## src/hdl/ffra_pkg.sv

```systemverilog
package ffra_pkg;

	localparam int unsigned SLOT_W = 16;
	localparam int unsigned HEAP_W = 20;
	localparam int unsigned INC_W  = 9;
	localparam int unsigned OFF_W  = 29;
	localparam int unsigned ENT_W  = 2 * SLOT_W;
	localparam int unsigned ADDR_W = 4;

	typedef enum logic [1:0] {
		ST_ALLOC_OK   = 2'd0,
		ST_ALLOC_FAIL = 2'd1,
		ST_RELEASED   = 2'd2,
		ST_DROPPED    = 2'd3
	} status_t;

	localparam logic CMD_ALLOC   = 1'b0;
	localparam logic CMD_RELEASE = 1'b1;

	localparam logic [1:0] REG_POOL_SIZE = 2'd0;
	localparam logic [1:0] REG_HEAP_OFF  = 2'd1;
	localparam logic [1:0] REG_INC_SIZE  = 2'd2;

	localparam logic [INC_W-1:0] INC_RESET = 9'd32;

endpackage

```

## src/hdl/ffra_ram.sv

```systemverilog
module ffra_ram #(
	parameter int unsigned WIDTH = 32,
	parameter int unsigned DEPTH = 64
) (
	input  logic                     clk,
	input  logic                     we,
	input  logic [$clog2(DEPTH)-1:0] waddr,
	input  logic [WIDTH-1:0]         wdata,
	input  logic                     re,
	input  logic [$clog2(DEPTH)-1:0] raddr,
	output logic [WIDTH-1:0]         rdata
);

	logic [WIDTH-1:0] mem_q [DEPTH];

	// write port and registered read port
	always_ff @(posedge clk) begin
		if (we) begin
			mem_q[waddr] <= wdata;
		end
		if (re) begin
			rdata <= mem_q[raddr];
		end
	end

endmodule

```

## src/hdl/first_fit_range_allocator_top.sv

```systemverilog
// Channel  | handshake             | payload
// req      | req_valid / req_stall | cmd, req_head, req_size
// rsp      | rsp_valid / rsp_stall | status, block_head, block_size, byte_offset
// cfg      | APB write/read        | pool_size, heap_offset, increment_size
//
// One request at a time. The free table lives in one RAM; a scan reads one entry
// a cycle, and a table shift moves each entry with a read and then a write back.
// A zero-size request skips the scan and goes straight to the response.
// After reset, S_INIT writes the single empty range; a pool_size write rebuilds it.
// req_stall is high while a request is in work; a waiting response holds in the
// output register and the sequencer waits before loading the next one.
module first_fit_range_allocator_top
	import ffra_pkg::*;
#(
	parameter int unsigned MAX_FREE_RANGES = 64
) (
	input  logic              clk,
	input  logic              arst_n,
	input  logic              psel,
	input  logic              penable,
	input  logic              pwrite,
	input  logic [ADDR_W-1:0] paddr,
	input  logic [31:0]       pwdata,
	output logic [31:0]       prdata,
	output logic              pready,
	input  logic              req_valid,
	output logic              req_stall,
	input  logic              cmd,
	input  logic [SLOT_W-1:0] req_head,
	input  logic [SLOT_W-1:0] req_size,
	output logic              rsp_valid,
	input  logic              rsp_stall,
	output logic [1:0]        status,
	output logic [SLOT_W-1:0] block_head,
	output logic [SLOT_W-1:0] block_size,
	output logic [OFF_W-1:0]  byte_offset
);

	localparam int unsigned AW = $clog2(MAX_FREE_RANGES);
	localparam int unsigned CW = $clog2(MAX_FREE_RANGES + 1);
	localparam logic [CW-1:0] MAX_CNT = CW'(MAX_FREE_RANGES);

	typedef enum logic [3:0] {
		S_INIT, S_IDLE, S_SCAN, S_DEC, S_SHDN_RD, S_SHDN_WR, S_SHUP_RD, S_SHUP_WR, S_RESP
	} state_t;

	state_t state_q;

	logic [SLOT_W-1:0] pool_q;
	logic [HEAP_W-1:0] heap_q;
	logic [INC_W-1:0]  inc_q;

	logic [CW-1:0] count_q, idx_q, ridx_s1, pos_q, j_q;
	logic          vld_s1;
	logic          cmd_q;
	logic [SLOT_W-1:0] head_q, size_q;
	logic [SLOT_W-1:0] prev_start_q, prev_len_q, next_start_q, next_len_q;
	logic          have_prev_q, have_next_q;
	status_t       res_st_q;
	logic [SLOT_W-1:0] res_head_q, res_size_q;

	logic          we, re;
	logic [AW-1:0] waddr, raddr;
	logic [ENT_W-1:0] wdata, rdata;

	logic cfg_wr, pool_wr;
	assign pready  = 1'b1;
	assign cfg_wr  = psel && penable && pwrite;
	assign pool_wr = cfg_wr && (paddr[3:2] == REG_POOL_SIZE);

	// register read back
	always_comb begin
		case (paddr[3:2])
			REG_POOL_SIZE: prdata = {16'd0, pool_q};
			REG_HEAP_OFF:  prdata = {12'd0, heap_q};
			REG_INC_SIZE:  prdata = {23'd0, inc_q};
			default:       prdata = 32'd0;
		endcase
	end

	// entry fields of the read data
	logic [SLOT_W-1:0] ent_start, ent_len;
	assign ent_start = rdata[ENT_W-1:SLOT_W];
	assign ent_len   = rdata[SLOT_W-1:0];

	logic scan_issue, alloc_hit, rel_found, scan_end;
	logic [SLOT_W-1:0] alloc_rem;
	assign scan_issue = (state_q == S_SCAN) && (idx_q < count_q) && !alloc_hit && !rel_found;
	assign alloc_hit  = (state_q == S_SCAN) && vld_s1 && (cmd_q == CMD_ALLOC) && (size_q <= ent_len);
	assign rel_found  = (state_q == S_SCAN) && vld_s1 && (cmd_q == CMD_RELEASE)
		&& (ent_start >= head_q);
	assign scan_end   = (state_q == S_SCAN) && !vld_s1 && (idx_q >= count_q);
	assign alloc_rem  = ent_len - size_q;

	// merge decision from the neighbors found by the scan
	logic [SLOT_W:0]   next_sum, total, prev_end;
	logic [SLOT_W+1:0] prev_sum;
	logic              with_next, with_prev;
	logic [CW-1:0]     pos_m1;
	assign next_sum  = {1'b0, size_q} + {1'b0, next_len_q};
	assign with_next = have_next_q && (({1'b0, head_q} + {1'b0, size_q}) == {1'b0, next_start_q})
		&& (next_sum <= 17'h0FFFF);
	assign total     = with_next ? next_sum : {1'b0, size_q};
	assign prev_end  = {1'b0, prev_start_q} + {1'b0, prev_len_q};
	assign prev_sum  = {2'b0, prev_len_q} + {1'b0, total};
	assign with_prev = have_prev_q && (prev_end == {1'b0, head_q}) && (prev_sum <= 18'h0FFFF);
	assign pos_m1    = pos_q - CW'(1);

	logic [CW-1:0] j_p1, j_m1;
	assign j_p1 = j_q + CW'(1);
	assign j_m1 = j_q - CW'(1);

	// table RAM ports
	always_comb begin
		we    = 1'b0;
		waddr = '0;
		wdata = '0;
		re    = 1'b0;
		raddr = '0;
		case (state_q)
			S_INIT, S_IDLE: begin
				// write the single range after reset or on a pool_size write
				if (state_q == S_INIT || pool_wr) begin
					we    = 1'b1;
					wdata = {16'd0, pool_wr ? pwdata[15:0] : pool_q};
				end
			end
			S_SCAN: begin
				re    = scan_issue;
				raddr = idx_q[AW-1:0];
				if (alloc_hit && alloc_rem != '0) begin
					we    = 1'b1;
					waddr = ridx_s1[AW-1:0];
					wdata = {ent_start + size_q, alloc_rem};
				end
			end
			S_DEC: begin
				if (with_prev) begin
					we    = 1'b1;
					waddr = pos_m1[AW-1:0];
					wdata = {prev_start_q, prev_sum[SLOT_W-1:0]};
				end else if (with_next) begin
					we    = 1'b1;
					waddr = pos_q[AW-1:0];
					wdata = {head_q, total[SLOT_W-1:0]};
				end
			end
			S_SHDN_RD: begin
				re    = j_p1 < count_q;
				raddr = j_p1[AW-1:0];
			end
			S_SHDN_WR, S_SHUP_WR: begin
				we    = 1'b1;
				waddr = j_q[AW-1:0];
				wdata = rdata;
			end
			S_SHUP_RD: begin
				if (j_q > pos_q) begin
					re    = 1'b1;
					raddr = j_m1[AW-1:0];
				end else begin
					we    = 1'b1;
					waddr = pos_q[AW-1:0];
					wdata = {head_q, size_q};
				end
			end
			default: begin
			end
		endcase
	end

	ffra_ram #(.WIDTH(ENT_W), .DEPTH(MAX_FREE_RANGES)) u_table (
		.clk   (clk),
		.we    (we),
		.waddr (waddr),
		.wdata (wdata),
		.re    (re),
		.raddr (raddr),
		.rdata (rdata)
	);

	assign req_stall = (state_q != S_IDLE);

	// clip a release so that it ends at the top of the slot space
	logic [SLOT_W:0] req_end;
	assign req_end = {1'b0, req_head} + {1'b0, req_size};

	logic [HEAP_W:0]       off_sum;
	logic [HEAP_W+INC_W:0] off_prod;
	assign off_sum  = {1'b0, heap_q} + (HEAP_W+1)'(res_head_q);
	assign off_prod = off_sum * inc_q;

	// sequencer, config registers and response register
	always_ff @(posedge clk or negedge arst_n) begin
		if (!arst_n) begin
			state_q     <= S_INIT;
			pool_q      <= '0;
			heap_q      <= '0;
			inc_q       <= INC_RESET;
			count_q     <= CW'(1);
			vld_s1      <= 1'b0;
			rsp_valid   <= 1'b0;
			have_prev_q <= 1'b0;
			have_next_q <= 1'b0;
			idx_q       <= '0;
		end else begin
			// drop a taken response unless the next one loads now
			if (rsp_valid && !rsp_stall && state_q != S_RESP) begin
				rsp_valid <= 1'b0;
			end
			if (cfg_wr) begin
				case (paddr[3:2])
					REG_POOL_SIZE: begin
						pool_q  <= pwdata[15:0];
						count_q <= CW'(1);
					end
					REG_HEAP_OFF: heap_q <= pwdata[HEAP_W-1:0];
					REG_INC_SIZE: inc_q  <= pwdata[INC_W-1:0];
					default: begin
					end
				endcase
			end
			vld_s1  <= scan_issue;
			ridx_s1 <= idx_q;
			if (scan_issue) begin
				idx_q <= idx_q + CW'(1);
			end
			case (state_q)
				S_INIT: begin
					state_q <= S_IDLE;
				end
				S_IDLE: begin
					if (req_valid) begin
						cmd_q       <= cmd;
						head_q      <= req_head;
						size_q      <= (cmd == CMD_RELEASE && req_end > 17'h10000)
							? SLOT_W'(17'h10000 - {1'b0, req_head}) : req_size;
						idx_q       <= '0;
						have_prev_q <= 1'b0;
						have_next_q <= 1'b0;
						res_head_q  <= '0;
						res_size_q  <= '0;
						if (req_size == '0) begin
							res_st_q <= (cmd == CMD_ALLOC) ? ST_ALLOC_FAIL : ST_RELEASED;
							state_q  <= S_RESP;
						end else begin
							state_q <= S_SCAN;
						end
					end
				end
				S_SCAN: begin
					if (alloc_hit) begin
						res_st_q   <= ST_ALLOC_OK;
						res_head_q <= ent_start;
						res_size_q <= size_q;
						if (alloc_rem == '0) begin
							j_q     <= ridx_s1;
							state_q <= S_SHDN_RD;
						end else begin
							state_q <= S_RESP;
						end
					end else if (rel_found) begin
						pos_q        <= ridx_s1;
						next_start_q <= ent_start;
						next_len_q   <= ent_len;
						have_next_q  <= 1'b1;
						state_q      <= S_DEC;
					end else if (vld_s1) begin
						prev_start_q <= ent_start;
						prev_len_q   <= ent_len;
						have_prev_q  <= 1'b1;
					end else if (scan_end) begin
						if (cmd_q == CMD_ALLOC) begin
							res_st_q <= ST_ALLOC_FAIL;
							state_q  <= S_RESP;
						end else begin
							pos_q   <= count_q;
							state_q <= S_DEC;
						end
					end
				end
				S_DEC: begin
					res_st_q <= ST_RELEASED;
					if (with_prev) begin
						if (with_next) begin
							j_q     <= pos_q;
							state_q <= S_SHDN_RD;
						end else begin
							state_q <= S_RESP;
						end
					end else if (with_next) begin
						state_q <= S_RESP;
					end else if (count_q >= MAX_CNT) begin
						res_st_q <= ST_DROPPED;
						state_q  <= S_RESP;
					end else begin
						j_q     <= count_q;
						state_q <= S_SHUP_RD;
					end
				end
				S_SHDN_RD: begin
					if (j_p1 < count_q) begin
						state_q <= S_SHDN_WR;
					end else begin
						count_q <= count_q - CW'(1);
						state_q <= S_RESP;
					end
				end
				S_SHDN_WR: begin
					j_q     <= j_p1;
					state_q <= S_SHDN_RD;
				end
				S_SHUP_RD: begin
					if (j_q > pos_q) begin
						state_q <= S_SHUP_WR;
					end else begin
						count_q <= count_q + CW'(1);
						state_q <= S_RESP;
					end
				end
				S_SHUP_WR: begin
					j_q     <= j_m1;
					state_q <= S_SHUP_RD;
				end
				S_RESP: begin
					if (!rsp_valid || !rsp_stall) begin
						rsp_valid   <= 1'b1;
						status      <= res_st_q;
						block_head  <= res_head_q;
						block_size  <= res_size_q;
						byte_offset <= (res_st_q == ST_ALLOC_OK) ? off_prod[OFF_W-1:0] : '0;
						state_q     <= S_IDLE;
					end
				end
				default: state_q <= S_IDLE;
			endcase
		end
	end

endmodule
```

## config.mk

```make
export PLATFORM = sky130hd
export DESIGN_NAME = first_fit_range_allocator_top
export DESIGN_NICKNAME = d
export VERILOG_FILES = /design/src/hdl/ffra_pkg.sv /design/src/hdl/ffra_ram.sv /design/src/hdl/first_fit_range_allocator_top.sv
export SDC_FILE = /design/constraint.sdc
export NUM_CORES = 2
export LEC_CHECK = 0
export ABC_CLOCK_PERIOD_IN_PS = 14000
export BUFFER_PORTS_ARGS = -buffer_cell sky130_fd_sc_hd__buf_4
export CAP_MARGIN = 20
export CORE_ASPECT_RATIO = 0.5
export CORE_MARGIN = 8
export CORE_UTILIZATION = 46
export DETAILED_ROUTE_END_ITERATION = 10
export SKIP_CTS_REPAIR_TIMING = 1
export SLEW_MARGIN = 20
export SYNTH_ARGS = -nofsm -noshare
export SYNTH_HDL_FRONTEND = slang
export SYNTH_HIERARCHICAL = 1
export SYNTH_SLANG_ARGS = --single-unit
```

## constraint.sdc

```tcl
create_clock -name clk -period 14 [get_ports clk]
set_input_delay 0.7 -clock clk [delete_from_list [all_inputs] [get_ports clk]]
set_output_delay 0.7 -clock clk [all_outputs]
set_load 0.02 [all_outputs]
```

==> flow_summary_export.csv <==
group,metric,value,unit
grt,grt-ovfl-total,0,
power_and_ir_drop,leakagePower,38.7,nW
synthesis,ys_types,103,
synthesis,syn_inst,6141,
timing,finalWorstSetupSlack,2.94,ns
grt,grt_pass1_wl,424,mm
final_layout,fin_area,117000,sq um
hold_path,holdPathEnd,"heap_q[19]",
place,place_congestion,0.944,
worst_setup_path,r2r-start,"size_q[0]",
final_layout,layout.nets,6844,
worst_setup_path,critPathArrivalTime,11.58,ns
clock_network,htree_num_levels,4,
final_layout,syn_to_final_growth,11.4,%
synthesis,async_flop_share,2.84,%
worst_setup_path,crit_type,"reg2reg",
timing,fmax,0.0904,GHz
floorplanning,io_pins,174,
detailed_routing,wire_per_inst,30.9,microns
clock_network,cts_buffer_depth,4,
synthesis,yosys_warnings,6,
worst_setup_path,ff2ff_path_depth,28,
power_and_ir_drop,ir_drop,0.000401,V
clock_network,cts_buffers,215,
power_and_ir_drop,seqPwrFrac,37.0,%
detailed_routing,viasPerCell,6.18,
worst_setup_path,slowest_delay,1.09,ns
final_layout,nFillCells,18240,
synthesis,ys_ff_latch,2362,
detailed_routing,drt_wl_total,296,mm
clock_network,clock_latency,0.88,ns
synthesis,yosys.cell_count.top_type,"edfxtp_1",
grt,grt_pass1_vias,59571,
synthesis,synth_top_area_share,65.7,%
synthesis,ys_seq_area_share,67.3,%
timing,fin_setup_tns,0,ns
clock_network,root_buffer,"clkbuf_16",
hold_path,min_from,"pwdata[19]",
worst_setup_path,slowest_stage,"nor2_4",
synthesis,synthesis.area,105000,sq um
worst_setup_path,critical_path_required,14.53,ns
floorplanning,die_w,691,microns
final_layout,fin_util,51.3,%
power_and_ir_drop,cellPowerDensity,209,nW/um^2
detailed_routing,firstDrtPassIters,6,
clock_network,cts.sinks,2362,
synthesis,yosys-top-cells-area,"edfxtp_1 66%, mux4_2 9.6%, fa_1 2.7%, ha_1 2.6%, mux2i_1 2.0%",
timing,period_needed,11.06,ns
grt,grt_max_degree,101,
synthesis,synth_edf_count,2295,
timing,fin_crit_sh,79.0,%
floorplanning,dieHeight,354,microns
worst_setup_path,crit_fanout,29,
timing,finalSetupViolCount,0,
timing,hold_viol_final,0,
timing,clock-skew-final,0.111,ns
outcome,outcome,"completed",
power_and_ir_drop,swShare,36.6,%
detailed_routing,first_iter_violations,7010,
hold_path,whs_path_depth,3,
synthesis,synth_top_area_cell,"edfxtp_1",
place,place_area,110000,sq um
power_and_ir_drop,comb_power_share,40.0,%
timing,tightest_slew,1.22,ns
power_and_ir_drop,intPower,0.0155,W
synthesis,yosys-top-cells-count,"2,295 x edfxtp_1, 446 x mux4_2, 302 x nand2_1, 256 x nor2_1, 226 x inv_1",
grt,grtUsageTotal,23.7,%
detailed_routing,postRouteAntennaNets,0,
timing,max_slew_margin,18.8,%
place,port_buffers,146,
power_and_ir_drop,clkPwrFrac,23.0,%
place,hpwl,186,mm
floorplanning,fp-row-count,124,
hold_path,min_path_type,"in2reg",
timing,rsz0062_at_grt,"no",
final_layout,layout-drive-gt1-share,19.7,%
floorplanning,die-area,245000,sq um
worst_setup_path,reg2reg_to,"u_table/mem_q[40][18]",
worst_setup_path,reg2reg_slack,2.94,ns
power_and_ir_drop,power.switching,0.00894,W
floorplanning,core,228000,sq um
worst_setup_path,cp-start-kind,"register",
floorplanning,start_util,46.1,%
synthesis,synthFlopType,"edfxtp_1",
worst_setup_path,worstSetupEndpointType,"register",
power_and_ir_drop,power.total,0.0245,W
detailed_routing,vias,59293,
detailed_routing,drc,0,
place,dp_slack,3.36,ns
clock_network,clk_pin_slew,0.07,ns
flow_run,maxCapViolCount,0,
clock_network,cts_tree,"yes",
synthesis,syn_area_per_cell,17.1,sq um
grt,grt_antenna_before_repair,18,
timing,drv_slew,0,
==> worst max path at each step <==
stage,startpoint,endpoint,slack [ns]
floorplan,size_q[0],u_table/mem_q[0][29],5.09
global placement,size_q[0],u_table/mem_q[25][26],3.42
detailed placement,size_q[0],u_table/mem_q[25][26],3.36
CTS,size_q[0],u_table/mem_q[8][22],3.31
global route,size_q[0],u_table/mem_q[40][27],2.56
finish,size_q[0],u_table/mem_q[40][18],2.94
==> worst max-delay path, delay by kind of cell (launching register included) <==
family          cells  cell delay [ns]
compound gates      9             3.05
fa+ha+maj           4             1.13
buf+inv             3             0.75
flops               1             0.56
mux                 2             0.72
simple gates       10             4.48
==> metal layers <==
metal,routed length (microns),up-vias,global-route usage [%]
li1,-,24921,-
met1,125000,31195,34.1
met2,134000,2792,36.5
met3,29200,381,5.34
met4,8380,4,6.39
met5,21,-,0
==> state kept, by name, summed over array words and instances, names as in the netlist, 9 cells and up <==
| register | cells |
|---|---|
| block_head | 16 |
| block_size | 16 |
| byte_offset | 29 |
| head_q | 16 |
| heap_q | 20 |
| inc_q | 9 |
| next_len_q | 16 |
| next_start_q | 16 |
| pool_q | 16 |
| prev_len_q | 16 |
| prev_start_q | 16 |
| res_head_q | 16 |
| res_size_q | 16 |
| size_q | 16 |
| u_table/mem_q | 2048 |
| u_table/rdata | 32 |
==> final cells by class <==
class	count	area (sq um)	area share, %
multi-input cells	3275	32600	27.9
well taps	3024	3780	3.24
flip-flops and latches	2362	70600	60.4
diodes	4	10.0	0.00857
inverters	227	852	0.729
repair buffers	326	2510	2.15
clock buffers	279	5760	4.93
clock inverters	102	748	0.640
==> cell families (layout without fill, tap and decap cells) <==
family,Yosys count,count (layout),synth area share (%)
compound gates,924,924,6.12
xor+xnor,172,172,1.45
fa+ha+maj,361,361,5.31
buf+inv,515,934,2.39
flops,2362,2362,67.3
mux,732,732,12.4
other cells,2,17,0.00716
simple gates,1073,1073,5.03
==> cells in the final DEF, fill, tap and decap left out, types with 21 or more instances in the layout <==
| cell type | synthesis | routed |
|---|---|---|
| fa_1 | 141 | 141 |
| a21o_1 | 41 | 39 |
| nor2_1 | 256 | 185 |
| nor3_1 | 55 | 53 |
| mux4_2 | 446 | 446 |
| o221ai_1 | 23 | 23 |
| nand3_1 | 97 | 95 |
| a22oi_1 | 145 | 145 |
| nor2_4 | 0 | 67 |
| o21ai_0 | 155 | 148 |
| inv_1 | 226 | 226 |
| xnor2_1 | 100 | 100 |
| or3_1 | 21 | 21 |
| and2_1 | 106 | 105 |
| clkinv_1 | 1 | 44 |
| nand2_1 | 302 | 292 |
| a31oi_1 | 37 | 37 |
| o211ai_1 | 30 | 30 |
| nor2b_1 | 52 | 46 |
| and3_1 | 24 | 24 |
| clkbuf_16 | 0 | 219 |
| nand4_1 | 32 | 32 |
| edfxtp_1 | 2295 | 2295 |
| mux2i_1 | 212 | 212 |
| clkbuf_1 | 137 | 55 |
| mux2_2 | 73 | 73 |
| o21a_1 | 28 | 28 |
| o22ai_1 | 50 | 50 |
| dfrtp_1 | 65 | 65 |
| xor2_1 | 71 | 71 |
| clkinv_2 | 0 | 41 |
| buf_4 | 43 | 319 |
| ha_1 | 220 | 220 |
| nand2b_1 | 31 | 30 |
| a21oi_1 | 157 | 157 |
| a211oi_1 | 40 | 39 |
==> stage by stage <==
step / std cells / hold WS, ns
global placement: 9211 / 0.406
global route: 9595 / 0.0944
detailed placement: 9212 / 0.405
floorplan: 6152 / 0.400
CTS: 9593 / -0.320
finish: 9599 / 0.122
==> power groups by stage <==
stage	Sequential [W]	Combinational [W]	Clock, W
4_1_cts	0.00905	0.00979	0.00572
5_1_grt	0.00908	0.0108	0.00598
3_3_place_gp	0.00919	0.00951	0
6_report	0.00906	0.00978	0.00562
2_1_floorplan	0.00906	0.00680	0
3_5_place_dp	0.00920	0.00972	0
(Power assumes the default switching activity.)
